$ cat src/rtl/core/chash_pkg.sv
// Shared widths, constants and queue types for the case-insensitive string hash.
package chash_pkg;

  localparam int ACC_W        = 32;
  localparam int CODE_W       = 8;
  localparam int SLOT_W       = 31;
  localparam int QUEUE_DEPTH  = 2;

  localparam logic [ACC_W-1:0]  HASH_SEED    = 32'd1447;
  localparam logic [ACC_W-1:0]  COUNT_START  = 32'd3;
  localparam logic [ACC_W-1:0]  COUNT_WEIGHT = 32'd7;
  localparam logic [SLOT_W-1:0] TABLE_SIZE_RESET = 31'd29;

  typedef struct packed {
    logic             valid;
    logic [ACC_W-1:0] acc;
  } queue_push_t;

  typedef struct packed {
    logic             valid;
    logic [ACC_W-1:0] acc;
  } queue_pop_t;

endpackage

$ cat src/rtl/core/chash_if.sv
// Valid/ready channel interfaces for key bytes and hash slots.
interface chash_char_if import chash_pkg::*; ();
  logic              valid;
  logic              ready;
  logic [CODE_W-1:0] char_code;

  modport source (output valid, output char_code, input ready);
  modport sink (input valid, input char_code, output ready);
endinterface

interface chash_slot_if import chash_pkg::*; ();
  logic              valid;
  logic              ready;
  logic [SLOT_W-1:0] slot;

  modport source (output valid, output slot, input ready);
  modport sink (input valid, input slot, output ready);
endinterface

$ cat src/rtl/core/chash_front.sv
// Front end: folds case and accumulates each key byte, queues the finished hash.
module chash_front import chash_pkg::*; (
  input  logic         clk,
  input  logic         rst,
  chash_char_if.sink   key,
  output queue_push_t  push,
  input  logic         full
);

  localparam logic [CODE_W-1:0] UPPER_FIRST = 8'h41;
  localparam logic [CODE_W-1:0] UPPER_LAST  = 8'h5A;
  localparam logic [CODE_W-1:0] CASE_OFFSET = 8'h20;
  localparam logic [CODE_W-1:0] TERMINATOR  = 8'h00;

  logic [ACC_W-1:0]  acc;
  logic [ACC_W-1:0]  acc_next;
  logic [ACC_W-1:0]  cnt;
  logic [CODE_W-1:0] folded;
  logic [ACC_W-1:0]  prod;
  logic [ACC_W-1:0]  weight;
  logic              take;
  logic              is_end;

  assign key.ready = !full;
  assign take      = key.valid && key.ready;
  assign is_end    = key.char_code == TERMINATOR;

  always_comb begin
    if (key.char_code >= UPPER_FIRST && key.char_code <= UPPER_LAST) begin
      folded = key.char_code + CASE_OFFSET;
    end else begin
      folded = key.char_code;
    end
  end

  assign prod     = acc * {{(ACC_W-CODE_W){1'b0}}, folded};
  assign weight   = cnt * COUNT_WEIGHT;
  assign acc_next = prod + weight;

  assign push.valid = take && is_end;
  assign push.acc   = acc;

  always_ff @(posedge clk) begin
    if (rst) begin
      acc <= HASH_SEED;
      cnt <= COUNT_START;
    end else if (take) begin
      if (is_end) begin
        acc <= HASH_SEED;
        cnt <= COUNT_START;
      end else begin
        acc <= acc_next;
        cnt <= cnt + 1'b1;
      end
    end
  end

`ifndef SYNTHESIS
  a_restart: assert property (@(posedge clk) disable iff (rst)
    (take && is_end) |=> (acc == HASH_SEED && cnt == COUNT_START))
    else $error("state not restarted after end of key");
`endif

endmodule

$ cat src/rtl/core/chash_fifo.sv
// Short queue of finished accumulators between front and back.
module chash_fifo import chash_pkg::*; #(
  parameter int DEPTH = QUEUE_DEPTH
) (
  input  logic        clk,
  input  logic        rst,
  input  queue_push_t push,
  output logic        full,
  output queue_pop_t  pop,
  input  logic        pop_ready
);

  localparam int PW = (DEPTH > 1) ? $clog2(DEPTH) : 1;
  localparam int CW = $clog2(DEPTH + 1);

  logic [ACC_W-1:0] mem [DEPTH];
  logic [PW-1:0]    wr_ptr;
  logic [PW-1:0]    rd_ptr;
  logic [CW-1:0]    count;
  logic             do_push;
  logic             do_pop;

  assign full      = count == CW'(DEPTH);
  assign pop.valid = count != '0;
  assign pop.acc   = mem[rd_ptr];
  assign do_push   = push.valid && !full;
  assign do_pop    = pop.valid && pop_ready;

  always_ff @(posedge clk) begin
    if (do_push) begin
      mem[wr_ptr] <= push.acc;
    end
  end

  always_ff @(posedge clk) begin
    if (rst) begin
      wr_ptr <= '0;
      rd_ptr <= '0;
      count  <= '0;
    end else begin
      if (do_push) begin
        wr_ptr <= (wr_ptr == PW'(DEPTH - 1)) ? '0 : wr_ptr + 1'b1;
      end
      if (do_pop) begin
        rd_ptr <= (rd_ptr == PW'(DEPTH - 1)) ? '0 : rd_ptr + 1'b1;
      end
      count <= count + CW'(do_push) - CW'(do_pop);
    end
  end

`ifndef SYNTHESIS
  a_no_overflow: assert property (@(posedge clk) disable iff (rst)
    push.valid |-> !full)
    else $error("push into full queue");
  a_count_bound: assert property (@(posedge clk) disable iff (rst)
    count <= CW'(DEPTH))
    else $error("queue count beyond depth");
`endif

endmodule

$ cat src/rtl/core/chash_mod.sv
// Back end: reduces a queued accumulator modulo the table size, one bit per cycle.
module chash_mod import chash_pkg::*; (
  input  logic              clk,
  input  logic              rst,
  input  logic              cfg_wr_en,
  input  logic [SLOT_W-1:0] cfg_wr_data,
  input  queue_pop_t        pop,
  output logic              pop_ready,
  chash_slot_if.source      hash
);

  localparam int BW = $clog2(ACC_W);

  typedef enum logic [2:0] {
    ST_IDLE = 3'b001,
    ST_RUN  = 3'b010,
    ST_DONE = 3'b100
  } state_t;

  state_t            state;
  logic [SLOT_W-1:0] table_size;
  logic [ACC_W-1:0]  dividend;
  logic [SLOT_W-1:0] rem;
  logic [SLOT_W-1:0] rem_next;
  logic [ACC_W-1:0]  rem_shift;
  logic [ACC_W-1:0]  divisor;
  logic [BW-1:0]     bit_cnt;
  logic [SLOT_W-1:0] slot;

  assign pop_ready  = state == ST_IDLE;
  assign hash.valid = state == ST_DONE;
  assign hash.slot  = slot;

  assign divisor   = {1'b0, table_size};
  assign rem_shift = {rem, dividend[ACC_W-1]};

  always_comb begin
    if (rem_shift >= divisor) begin
      rem_next = SLOT_W'(rem_shift - divisor);
    end else begin
      rem_next = rem_shift[SLOT_W-1:0];
    end
  end

  always_ff @(posedge clk) begin
    if (rst) begin
      table_size <= TABLE_SIZE_RESET;
    end else if (cfg_wr_en) begin
      table_size <= cfg_wr_data;
    end
  end

  always_ff @(posedge clk) begin
    if (rst) begin
      state <= ST_IDLE;
    end else begin
      unique case (state)
        ST_IDLE: begin
          if (pop.valid) begin
            state <= ST_RUN;
          end
        end
        ST_RUN: begin
          if (bit_cnt == '0) begin
            state <= ST_DONE;
          end
        end
        ST_DONE: begin
          if (hash.ready) begin
            state <= ST_IDLE;
          end
        end
        default: state <= ST_IDLE;
      endcase
    end
  end

  always_ff @(posedge clk) begin
    unique case (state)
      ST_IDLE: begin
        dividend <= pop.acc;
        rem      <= '0;
        bit_cnt  <= BW'(ACC_W - 1);
      end
      ST_RUN: begin
        dividend <= {dividend[ACC_W-2:0], 1'b0};
        rem      <= rem_next;
        bit_cnt  <= bit_cnt - 1'b1;
        if (bit_cnt == '0) begin
          slot <= (table_size == '0) ? '0 : rem_next;
        end
      end
      ST_DONE: begin
      end
      default: begin
      end
    endcase
  end

`ifndef SYNTHESIS
  a_slot_range: assert property (@(posedge clk) disable iff (rst)
    (hash.valid && table_size != '0) |-> (slot < table_size))
    else $error("slot not below table size");
  a_start_run: assert property (@(posedge clk) disable iff (rst)
    (pop.valid && pop_ready) |=> (state == ST_RUN))
    else $error("reduction did not start after dequeue");
`endif

endmodule

$ cat src/rtl/core/case_insensitive_string_hash_unit.sv
// Top level of the case-insensitive string hash.
// Key bytes: one beat per cycle, accepted whenever the result queue has room.
// Result: the terminating beat is queued, then reduced by a bit-serial
// remainder unit; slot goes valid when that reduction ends, which starts once the back end is idle.
// The remainder unit takes a new string only after the previous slot has been accepted.
// Synchronous reset restarts the hash state, empties the queue, sets table size to 29.
module case_insensitive_string_hash_unit import chash_pkg::*; #(
  parameter int FIFO_DEPTH = QUEUE_DEPTH
) (
  input  logic              clk,
  input  logic              rst,
  input  logic              cfg_wr_en,
  input  logic [SLOT_W-1:0] cfg_wr_data,
  chash_char_if.sink        key,
  chash_slot_if.source      hash
);

  queue_push_t push;
  queue_pop_t  pop;
  logic        full;
  logic        pop_ready;

  chash_front u_front (
    .clk  (clk),
    .rst  (rst),
    .key  (key),
    .push (push),
    .full (full)
  );

  chash_fifo #(
    .DEPTH (FIFO_DEPTH)
  ) u_fifo (
    .clk       (clk),
    .rst       (rst),
    .push      (push),
    .full      (full),
    .pop       (pop),
    .pop_ready (pop_ready)
  );

  chash_mod u_mod (
    .clk         (clk),
    .rst         (rst),
    .cfg_wr_en   (cfg_wr_en),
    .cfg_wr_data (cfg_wr_data),
    .pop         (pop),
    .pop_ready   (pop_ready),
    .hash        (hash)
  );

endmodule

$ cat src/flat_wrapper.sv
// flat-port wrapper written by rule: the top's interface ports become plain ports
module case_insensitive_string_hash_unit_flat import chash_pkg::*;
#(
  parameter int FIFO_DEPTH = QUEUE_DEPTH
)
  (clk, rst, cfg_wr_en, cfg_wr_data, key_valid, key_char_code, key_ready, hash_valid, hash_slot, hash_ready);
  chash_char_if key_i ();
  chash_slot_if hash_i ();
  input  logic clk;
  input  logic rst;
  input  logic cfg_wr_en;
  input  logic [SLOT_W-1:0] cfg_wr_data;
  input wire logic [$bits(key_i.valid)-1:0] key_valid;
  input wire logic [$bits(key_i.char_code)-1:0] key_char_code;
  output wire logic [$bits(key_i.ready)-1:0] key_ready;
  output wire logic [$bits(hash_i.valid)-1:0] hash_valid;
  output wire logic [$bits(hash_i.slot)-1:0] hash_slot;
  input wire logic [$bits(hash_i.ready)-1:0] hash_ready;
  assign key_i.valid = key_valid;
  assign key_i.char_code = key_char_code;
  assign key_ready = key_i.ready;
  assign hash_valid = hash_i.valid;
  assign hash_slot = hash_i.slot;
  assign hash_i.ready = hash_ready;
  case_insensitive_string_hash_unit #(.FIFO_DEPTH(FIFO_DEPTH)) u_core (.clk(clk), .rst(rst), .cfg_wr_en(cfg_wr_en), .cfg_wr_data(cfg_wr_data), .key(key_i), .hash(hash_i));
endmodule
$ cat config.mk
export PLATFORM = sky130hd
export DESIGN_NAME = case_insensitive_string_hash_unit_flat
export DESIGN_NICKNAME = d
export VERILOG_FILES = /design/src/rtl/core/chash_pkg.sv /design/src/rtl/core/chash_if.sv /design/src/rtl/core/chash_front.sv /design/src/rtl/core/chash_fifo.sv /design/src/rtl/core/chash_mod.sv /design/src/rtl/core/case_insensitive_string_hash_unit.sv /design/src/flat_wrapper.sv
export SDC_FILE = /design/constraint.sdc
export NUM_CORES = 1
export LEC_CHECK = 0
export ABC_CLOCK_PERIOD_IN_PS = 8350
export BUFFER_PORTS_ARGS = -buffer_cell sky130_fd_sc_hd__buf_2
export CAP_MARGIN = 10
export CORE_UTILIZATION = 30
export CTS_BUF_LIST = sky130_fd_sc_hd__clkbuf_4 sky130_fd_sc_hd__clkbuf_8
export CTS_CLUSTER_DIAMETER = 200
export DETAILED_ROUTE_END_ITERATION = 12
export PLACE_DENSITY = 0.43
export REMOVE_ABC_BUFFERS = 1
export SLEW_MARGIN = 15
export SYNTH_ARGS = -nofsm -noshare
export SYNTH_HDL_FRONTEND = slang
export SYNTH_SLANG_ARGS = --single-unit
$ cat constraint.sdc
create_clock -name clk -period 8.35 [get_ports clk]
set_input_delay 1.67 -clock clk [delete_from_list [all_inputs] [get_ports clk]]
set_output_delay 1.67 -clock clk [all_outputs]
set_load 0.05 [all_outputs]
==> results.json, run 1 <==
{
  "status": "complete, no violations",
  "hp-class": "register to register",
  "die_h_um": 268.0,
  "cts-hold-fix-buffers": 0,
  "crit_buf_inv": 6,
  "seq_area_frac_synth_pct": 32.77,
  "ys_async_sr_fraction_pct": 0,
  "yosysMostFrequentCell": "inv_1",
  "drtIter0Drc": 610,
  "gr-total-overflow": 0,
  "final-setup-viol-count": 0,
  "drv_cap": 0,
  "ant_nets": 0,
  "nets": 2620,
  "drc": 0,
  "postSynthCellCount": 2142,
  "clk_latency_ns": 0.64,
  "syn-cell-area_mm2": 0.02123,
  "initial_core_util_pct": 30.31,
  "max-slew-margin-rel_pct": 21.57,
  "yosysUniqueCellTypes": 73,
  "ys.flop_type": "edfxtp_1",
  "power.leakage_nw": 10.37,
  "grt_pass1_vias": 15750,
  "h-tree-depth": 2,
  "dpl-instance-area_mm2": 0.02277,
  "slowest_delay_ns": 0.62,
  "combPwrFrac_pct": 68.1,
  "wl_um": 52260,
  "period_share_pct": 93.08,
  "coreArea_mm2": 0.07003,
  "layout.cells.non_filler": 3208,
  "routabilityCongestion": 0.8042,
  "dp.cells": 3108,
  "pre_cts_slack_ns": -0.08030,
  "worstPathMaxFanout": 21,
  "cp.arrival_ns": 8.35,
  "worstPathRequired_ns": 8.93,
  "vias": 14410,
  "switchingPower_w": 0.004928,
  "grt_max_degree": 71,
  "hold_viol_final": 0,
  "pwr-share-clk_pct": 13.2,
  "cts_buffers": 52,
  "syn_to_final_growth_pct": 12.59,
  "die-area_mm2": 0.07183,
  "ios": 77,
  "place_hpwl_um": 40720,
  "fin_ws_ns": 0.5775,
  "grt_pass1_wl_um": 86320,
  "holdWs_ns": 0.5093,
  "fin_area_mm2": 0.02390,
  "yosys-top-cells-count": "inv_1, nand2_1, fa_1",
  "drtPass1Iterations": 5,
  "pwr-share-seq_pct": 18.7,
  "crit_top_cell": "fa_1",
  "cell_internal_pwr_w": 0.005799,
  "synthDominantCellAreaShare_pct": 23.06,
  "tightest_slew_ns": 1.172,
  "clk_path_buf_depth": 3,
  "avgSynthCellArea_um2": 9.911,
  "drive_above_1_share_pct": 10.11,
  "yosys-top-cells-area": "edfxtp_1, fa_1, dfxtp_1, ha_1, inv_1",
  "pwr_density_cell_mw_per_mm2": 448.8,
  "irDropWorstVdd_mv": 0.3605,
  "criticalPathCategory": "input pin to register",
  "grt_antenna_before_repair": 2,
  "dieWidth_um": 268.0,
  "finalCriticalPeriod_ns": 7.773,
  "clk_pin_slew_ns": 0.06,
  "path_delay_family": "adder cells",
  "start_kind": "input pin",
  "total_power_w": 0.01073,
  "netSwitchingFraction_pct": 45.94,
  "clock-root-buffer": "clkbuf_8",
  "numClockSinks": 266,
  "clock.fmax_mhz": 128.7,
  "rsz0062_at_grt": "no",
  "end_kind": "register",
  "drv_slew": 0,
  "numPortBuffers": 76,
  "wl_per_cell_um": 16.29,
  "slowest_stage": "or4_1",
  "vias_per_cell": 4.490,
  "row_count": 97,
  "post_cts_resized": 0,
  "yosysWarnings": 0,
  "synth-seq-cells": 266,
  "cts_tree": "built",
  "fin_worst_skew_ns": 0.02557,
  "synth-edff-count": 163,
  "cts_setup_buffers": 0,
  "yosys.area.top_type": "edfxtp_1",
  "grt_usage_pct": 15.24
}
-- layer usage --
| layer | wire [um] | vias up | track usage, % |
|---|---|---|---|
| met5 | 0 | - | 0 |
| li1 | - | 7050 | - |
| met4 | 1363 | 0 | 4.896 |
| met3 | 1862 | 76 | 2.007 |
| met2 | 24860 | 220 | 26.03 |
| met1 | 24180 | 7059 | 19.91 |
-- sequential cells by signal (all words and copies together) (netlist names), named ones only --
name                     flops
u_core.u_fifo.rd_ptr         1
u_core.u_fifo.count          2
u_core.u_mod.dividend       32
u_core.u_fifo.wr_ptr         1
u_core.u_mod.bit_cnt         5
u_core.u_mod.table_size     31
u_core.u_mod.rem            31
u_core.u_fifo.mem           64
u_core.u_front.acc          32
u_core.u_mod.state           3
u_core.u_front.cnt          32
u_core.u_mod.hash.slot      31
-- worst paths after layout --
check | endpoint | cells after the start | from | slack (ns)
hold reg to reg | u_core.u_mod.dividend[14]$_DFFE_PN_ | 2 | u_core.u_mod.dividend[13]$_DFFE_PN_ | 0.51
hold / removal | u_core.u_mod.dividend[14]$_DFFE_PN_ | 2 | u_core.u_mod.dividend[13]$_DFFE_PN_ | 0.51
setup reg to reg | u_core.u_front.acc[31]$_SDFFE_PP0P_ | 19 | u_core.u_front.acc[5]$_SDFFE_PP1P_ | 2.45
setup / recovery | u_core.u_front.acc[24]$_SDFFE_PP0P_ | 25 | key_char_code[4] | 0.58
-- cells in the final DEF (no fill, tap or decap), types with 8 or more instances in the layout --
master,synthesis,final
edfxtp_1,163,163
mux2i_1,84,84
inv_1,352,352
clkbuf_8,0,59
a211oi_1,15,15
nand4_1,12,12
ha_1,111,111
fa_1,243,243
clkbuf_4,0,13
a21o_1,31,31
buf_4,0,39
nor2_1,174,170
nor3_1,16,16
buf_2,6,76
nor2b_1,8,8
nand3_1,31,31
o211ai_1,11,11
clkinv_2,0,8
o21a_1,16,16
nand2b_1,10,10
dfxtp_1,103,102
a22oi_1,8,8
and3_1,8,8
nand2_1,250,249
xor2_1,46,46
o21ai_0,66,66
xnor2_1,51,51
and2_1,99,99
a21oi_1,50,48
clkinv_1,0,11
-- cell families after synthesis --
logic type                 count (synthesis)  share of synthesized area, %
and+or+nand+nor                          642                         13.86
muxes                                     86                         4.102
buffers and inverters                    441                         7.886
adders and majority gates                354                         29.46
DFF                                      266                         32.77
xor gates and xnor gates                  97                         4.002
AOI/OAI and AO/OA                        256                         7.921
-- power by group through the flow --
stage	registers (W)	logic [W]	clock network (W)
floorplan	0.00193	0.00547	0
global placement	0.00202	0.00735	0
detailed placement	0.00203	0.00736	0
CTS	0.00201	0.00741	0.00148
global route	0.00204	0.00845	0.00153
finish	0.00200	0.00731	0.00141
-- tightest hold or removal path, stage by stage (launching register included) --
cell and delay, ns:
edfxtp_1 0.32, nand2_1 0.04, o21ai_0 0.06
-- per-stage QoR --
stage               util (%)  setup TNS, ns
finish                 34.13              0
global route           34.13              0
CTS                    34.13              0
detailed placement     32.52        -0.3063
global placement       32.52       -0.01684
floorplan                  -              0
-- final cells by class --
| cell class | count | area [um^2] |
|---|---|---|
| fillers | 7302 | 46130 |
| multi-input cells | 1435 | 12640 |
| flip-flops and latches | 266 | 6958 |
| inverters | 352 | 1321 |
| well taps | 940 | 1176 |
| clock buffers | 72 | 909.6 |
| repair buffers | 115 | 673.1 |
| clock inverters | 26 | 215.2 |
| diodes | 2 | 5.005 |
Note: power is estimated with default switching activity, not from simulation.
==> inputs of run 2 (changes only) <==
--- a/config.mk
+++ b/config.mk
@@ -8,11 +8,11 @@
 export ABC_CLOCK_PERIOD_IN_PS = 8350
 export BUFFER_PORTS_ARGS = -buffer_cell sky130_fd_sc_hd__buf_2
 export CAP_MARGIN = 10
-export CORE_UTILIZATION = 30
+export CORE_UTILIZATION = 55
 export CTS_BUF_LIST = sky130_fd_sc_hd__clkbuf_4 sky130_fd_sc_hd__clkbuf_8
-export CTS_CLUSTER_DIAMETER = 200
+export CTS_CLUSTER_DIAMETER = 30
 export DETAILED_ROUTE_END_ITERATION = 12
-export PLACE_DENSITY = 0.43
+export PLACE_DENSITY = 0.72
 export REMOVE_ABC_BUFFERS = 1
 export SLEW_MARGIN = 15
 export SYNTH_ARGS = -nofsm -noshare
==> results.json, run 2 (same netlist as run 1, synthesis figures left out) <==
{
  "status": "complete, no violations",
  "most-common-layout-cells": "inv_1, nand2_1, fa_1",
  "final-setup-viol-count": 0,
  "wl_per_cell_um": 16.19,
  "ant_nets": 0,
  "fin_worst_skew_ns": 0.03211,
  "cts_buffers": 60,
  "top_register": "u_core.u_fifo.mem",
  "clk_path_buf_depth": 3,
  "post_cts_resized": 0,
  "clk_pin_slew_ns": 0.06,
  "cts-hold-fix-buffers": 0,
  "clk_latency_ns": 0.67,
  "r2r_slack_ns": 2.38,
  "grt_max_degree": 71,
  "cts_tree": "built",
  "worstPathMaxFanout": 15,
  "wl_um": 45220,
  "crit_top_cell": "fa_1",
  "syn_to_final_growth_pct": 11.43,
  "die-area_mm2": 0.03939,
  "coreArea_mm2": 0.03784,
  "nets": 2628,
  "initial_core_util_pct": 56.10,
  "cts_setup_buffers": 0,
  "end_kind": "register",
  "grt_antenna_before_repair": 1,
  "irDropWorstVdd_mv": 0.4869,
  "place_hpwl_um": 34420,
  "gr-total-overflow": 0,
  "routabilityCongestion": 0.9521,
  "layout.cells.non_filler": 2793,
  "criticalPathCategory": "input pin to register",
  "vias": 14860,
  "tightest_slew_ns": 1.121,
  "diodes": 0,
  "cp.arrival_ns": 8.52,
  "grt_pass1_vias": 15810,
  "grt_pass1_wl_um": 77180,
  "pwr_density_cell_mw_per_mm2": 456.2,
  "slowest_delay_ns": 0.59,
  "numPortBuffers": 76,
  "vias_per_cell": 5.320,
  "die_h_um": 198.5,
  "grt_usage_pct": 24.61,
  "row_count": 71,
  "hp-class": "register to register",
  "clock.fmax_mhz": 125.4,
  "numClockSinks": 266,
  "largest_register_ffs": 64,
  "worstPathRequired_ns": 8.90,
  "period_share_pct": 95.50,
  "h-tree-depth": 2,
  "dp.cells": 2679,
  "drtPass1Iterations": 5,
  "ios": 77,
  "hold_viol_final": 0,
  "dieWidth_um": 198.5,
  "mostFrequentLayoutCell": "inv_1",
  "drive_above_1_share_pct": 10.91,
  "max-slew-margin-rel_pct": 25.00,
  "drv_cap": 0,
  "drv_slew": 0,
  "slowest_stage": "or4_1",
  "finalCriticalPeriod_ns": 7.975,
  "drc": 0,
  "power.leakage_nw": 10.52,
  "clock-root-buffer": "clkbuf_8",
  "nFillCells": 3151,
  "rsz0062_at_grt": "no",
  "drtIter0Drc": 771,
  "start_kind": "input pin",
  "fin_util_pct": 62.51
}
[run 2: cell count changes in the layout (fill, tap and decap cells not counted), moves of 2 or more]
| cell | previous run | this run |
|---|---|---|
| buf_12 | 0 | 2 |
| bufinv_16 | 3 | 5 |
| clkbuf_8 | 59 | 71 |
| buf_4 | 39 | 37 |
| inv_6 | 0 | 2 |
| clkinv_2 | 8 | 6 |
| clkinv_1 | 11 | 5 |
| clkinv_4 | 1 | 8 |
| diode_2 | 2 | 0 |
[run 2: through the flow]
stage          power (W)  setup TNS (ns)  area [um^2]  setup WS [ns]  hold slack, ns
6_report         0.01079               0        23660         0.3755          0.5152
5_1_grt          0.01198               0        23660         0.1450          0.5449
4_1_cts          0.01085               0        23660         0.5078          0.5228
3_5_place_dp    0.009128          -1.039        22250        -0.1936          0.5023
3_3_place_gp    0.008936               0        22250        0.03399          0.4940
2_1_floorplan   0.007397               0        20880         0.2019          0.4477
[run 2: area by class of cell]
type	instances	area, um^2	share of cell area [%]
multi-input combinational	1435	12630	53.40
sequential	266	6958	29.41
inverter	352	1321	5.585
clock buffer	84	1075	4.543
timing repair buffer	115	698.2	2.951
tap	511	639.4	2.703
clock inverter	30	332.8	1.407
[run 2: routing by layer]
layer / part of all wire (%) / GRT usage [%] / vias up
met3: 5.8 / 4.323 / 111
met2: 48 / 41.73 / 428
met4: 3.9 / 10.37 / 0
met5: 0 / 0 / -
met1: 42 / 31.08 / 7246
li1: - / - / 7074
[run 2: worst paths after layout]
kind                                    endpoint  depth (start not counted)                                 from
max          u_core.u_front.acc[31]$_SDFFE_PP0P_                         26                     key_char_code[0]
min          u_core.u_mod.dividend[11]$_DFFE_PN_                          2  u_core.u_mod.dividend[10]$_DFFE_PN_
max reg2reg  u_core.u_front.acc[31]$_SDFFE_PP0P_                         19   u_core.u_front.acc[5]$_SDFFE_PP1P_
min reg2reg  u_core.u_mod.dividend[11]$_DFFE_PN_                          2  u_core.u_mod.dividend[10]$_DFFE_PN_
[run 2: critical path: cells and delay by family]
kind | cells | cell delay, ns
AO/OA/AOI/OAI | 10 | 2.31
XOR/XNOR | 1 | 0.16
adder cells (fa/ha/maj) | 6 | 2.92
buffers and inverters | 6 | 0.47
AND/OR/NAND/NOR | 3 | 0.98
[run 2: report_power, final]
| group | internal [W] | total [W] | switching [W] |
|---|---|---|---|
| Clock | 0.00100 | 0.00166 | 0.000651 |
| Sequential | 0.00175 | 0.00199 | 0.000244 |
| Combinational | 0.00318 | 0.00714 | 0.00396 |
| Total | 0.00593 | 0.0108 | 0.00486 |
==> inputs of run 3 (changes only) <==
--- a/config.mk
+++ b/config.mk
@@ -8,11 +8,13 @@
 export ABC_CLOCK_PERIOD_IN_PS = 8350
 export BUFFER_PORTS_ARGS = -buffer_cell sky130_fd_sc_hd__buf_2
 export CAP_MARGIN = 10
-export CORE_UTILIZATION = 55
+export CELL_PAD_IN_SITES_DETAIL_PLACEMENT = 0
+export CELL_PAD_IN_SITES_GLOBAL_PLACEMENT = 1
+export CORE_UTILIZATION = 47
 export CTS_BUF_LIST = sky130_fd_sc_hd__clkbuf_4 sky130_fd_sc_hd__clkbuf_8
 export CTS_CLUSTER_DIAMETER = 30
 export DETAILED_ROUTE_END_ITERATION = 12
-export PLACE_DENSITY = 0.72
+export PLACE_DENSITY = 0.77
 export REMOVE_ABC_BUFFERS = 1
 export SLEW_MARGIN = 15
 export SYNTH_ARGS = -nofsm -noshare
==> constraint.sdc (replaced) <==
create_clock -name clk -period 8.35 [get_ports clk]
set_input_delay 0.4175 -clock clk [delete_from_list [all_inputs] [get_ports clk]]
set_output_delay 0.4175 -clock clk [all_outputs]
set_load 0.05 [all_outputs]
==> results.json, run 3 (same netlist as run 1, synthesis figures left out) <==
{
  "ant_nets": 0,
  "cp.arrival_ns": 7.63,
  "clk_path_buf_depth": 3,
  "hold_depth": 3,
  "numPortBuffers": 76,
  "routabilityCongestion": 0.8787,
  "max-slew-margin-rel_pct": 22.45,
  "fin_worst_skew_ns": 0.02713,
  "clk_latency_ns": 0.64,
  "status": "complete, no violations",
  "die_h_um": 214.5,
  "grt_max_degree": 64,
  "hold_viol_final": 0,
  "drive_above_1_share_pct": 10.25,
  "fin_util_pct": 53.37,
  "rsz0062_at_grt": "no",
  "use_met3_pct": 3.872,
  "nets": 2618,
  "met1_usage_pct": 27.78,
  "initial_core_util_pct": 47.80,
  "end_kind": "register",
  "holdWs_ns": 0.05215,
  "worstPathRequired_ns": 8.84,
  "grt_pass1_wl_um": 79160,
  "slowest_delay_ns": 0.60,
  "vias_per_cell": 5.085,
  "row_count": 77,
  "post_cts_resized": 0,
  "numClockSinks": 266,
  "finalCriticalPeriod_ns": 7.142,
  "drtIter0Drc": 715,
  "cts_tree": "built",
  "vias": 14580,
  "r2r-end": "u_core.u_front.acc[23]$_SDFFE_PP0P_",
  "power.leakage_nw": 10.45,
  "nFillCells": 4063,
  "place_hpwl_um": 35780,
  "crit_top_cell": "fa_1",
  "irDropWorstVdd_mv": 0.3476,
  "grt_usage_pct": 21.49,
  "drv_cap": 0,
  "hp-start": "cfg_wr_data[26]",
  "slowest_stage": "a41o_1",
  "period_share_pct": 85.53,
  "tightest_slew_ns": 1.161,
  "hp-class": "input pin to register",
  "grt_antenna_before_repair": 3,
  "dieWidth_um": 214.5,
  "drc": 0,
  "cts_buffers": 68,
  "timing.rr.start": "u_core.u_front.acc[4]$_SDFFE_PP0P_",
  "clk_pin_slew_ns": 0.05,
  "final-setup-viol-count": 0,
  "r2r_slack_ns": 2.30,
  "criticalPathCategory": "input pin to register",
  "tns_ns": 0,
  "h-tree-depth": 3,
  "drv_slew": 0,
  "reg2reg_depth": 19,
  "top_register": "u_core.u_fifo.mem",
  "largest_register_ffs": 64,
  "most-common-layout-cells": "inv_1, nand2_1, fa_1",
  "coreArea_mm2": 0.04441,
  "syn_to_final_growth_pct": 11.66,
  "globalRoute.busiestLayer": "met2",
  "mostFrequentLayoutCell": "inv_1",
  "wl_um": 47300,
  "met2_usage_pct": 35.85,
  "grt_pass1_vias": 15550,
  "start_kind": "input pin",
  "pwr_density_cell_mw_per_mm2": 445.0,
  "gr-total-overflow": 0,
  "die-area_mm2": 0.04602,
  "critical_path.startpoint": "key_char_code[0]",
  "clock.fmax_mhz": 140.0,
  "drtPass1Iterations": 5,
  "worstPathMaxFanout": 25,
  "clock-root-buffer": "clkbuf_8",
  "whs_endpoint": "u_core.u_mod.table_size[26]$_SDFFE_PP0P_",
  "wl_per_cell_um": 16.50,
  "ios": 77
}
## run 3: cell types whose count changed in the layout (fill, tap and decap cells not counted), moves of 2 or more
cell	delta
buf_4	-20
clkbuf_8	+6
clkinv_4	-5
clkinvlp_4	+5
clkinv_1	+4
dlygate4sd3_1	+4
buf_12	-2
clkbuf_4	-2
## run 3: worst max path at each step
stage,endpoint,slack [ns],depth (start not counted)
after CTS,u_core.u_front.acc[23]$_SDFFE_PP0P_,1.32,25
final,u_core.u_front.acc[23]$_SDFFE_PP0P_,1.21,25
after detailed placement,u_core.u_front.acc[23]$_SDFFE_PP0P_,0.66,25
after global routing,u_core.u_front.acc[24]$_SDFFE_PP0P_,0.84,25
after floorplan,u_core.u_front.acc[23]$_SDFFE_PP0P_,1.45,24
after global placement,u_core.u_front.acc[23]$_SDFFE_PP0P_,0.87,25
## run 3: power breakdown
part | internal [W] | switching, W
registers | 0.00175 | 0.000245
logic | 0.00290 | 0.00390
clock network | 0.00109 | 0.000667
total | 0.00574 | 0.00481
## run 3: what timing repair did
action	4_1_cts	5_1_grt
hold buffers	4	0
hold endpoints to repair	4	0
setup buffers	0	0
## run 3: metal layers
layer  share of wire, %  wire length [um]  vias to the layer above
met2                 48             22490                      340
met1                 45             21090                     7093
met3                4.8              2280                       98
met5                  0                 0                        -
met4                3.0              1438                        0
li1                   -                 -                     7044
## run 3: final cells by class
class	instances	area (um^2)	share of cell area, %
sequential	266	6958	29.35
tap	592	740.7	3.125
inverter	352	1321	5.574
multi-input combinational	1435	12640	53.30
clock inverter	35	356.6	1.504
timing repair buffer	97	548.0	2.312
antenna	1	2.502	0.01056
clock buffer	88	1142	4.819
## run 3: critical path: cells and delay by family
kind / cells / cell delay (ns)
and+or+nand+nor: 3 / 1.00
adders and majority gates: 6 / 2.95
buffers and inverters: 5 / 0.44
AOI/OAI and AO/OA: 10 / 2.63
xor gates and xnor gates: 1 / 0.17
## run 3: stage by stage
step / cell area (um^2) / power (W) / std cells / worst slack [ns]
final: 23710 / 0.01055 / 2866 / 1.208
after global routing: 23710 / 0.01177 / 2866 / 0.8436
after CTS: 23700 / 0.01063 / 2865 / 1.317
after detailed placement: 22160 / 0.008799 / 2738 / 0.6629
after global placement: 22160 / 0.008700 / 2738 / 0.8682
after floorplan: 20880 / 0.007397 / 2053 / 1.454
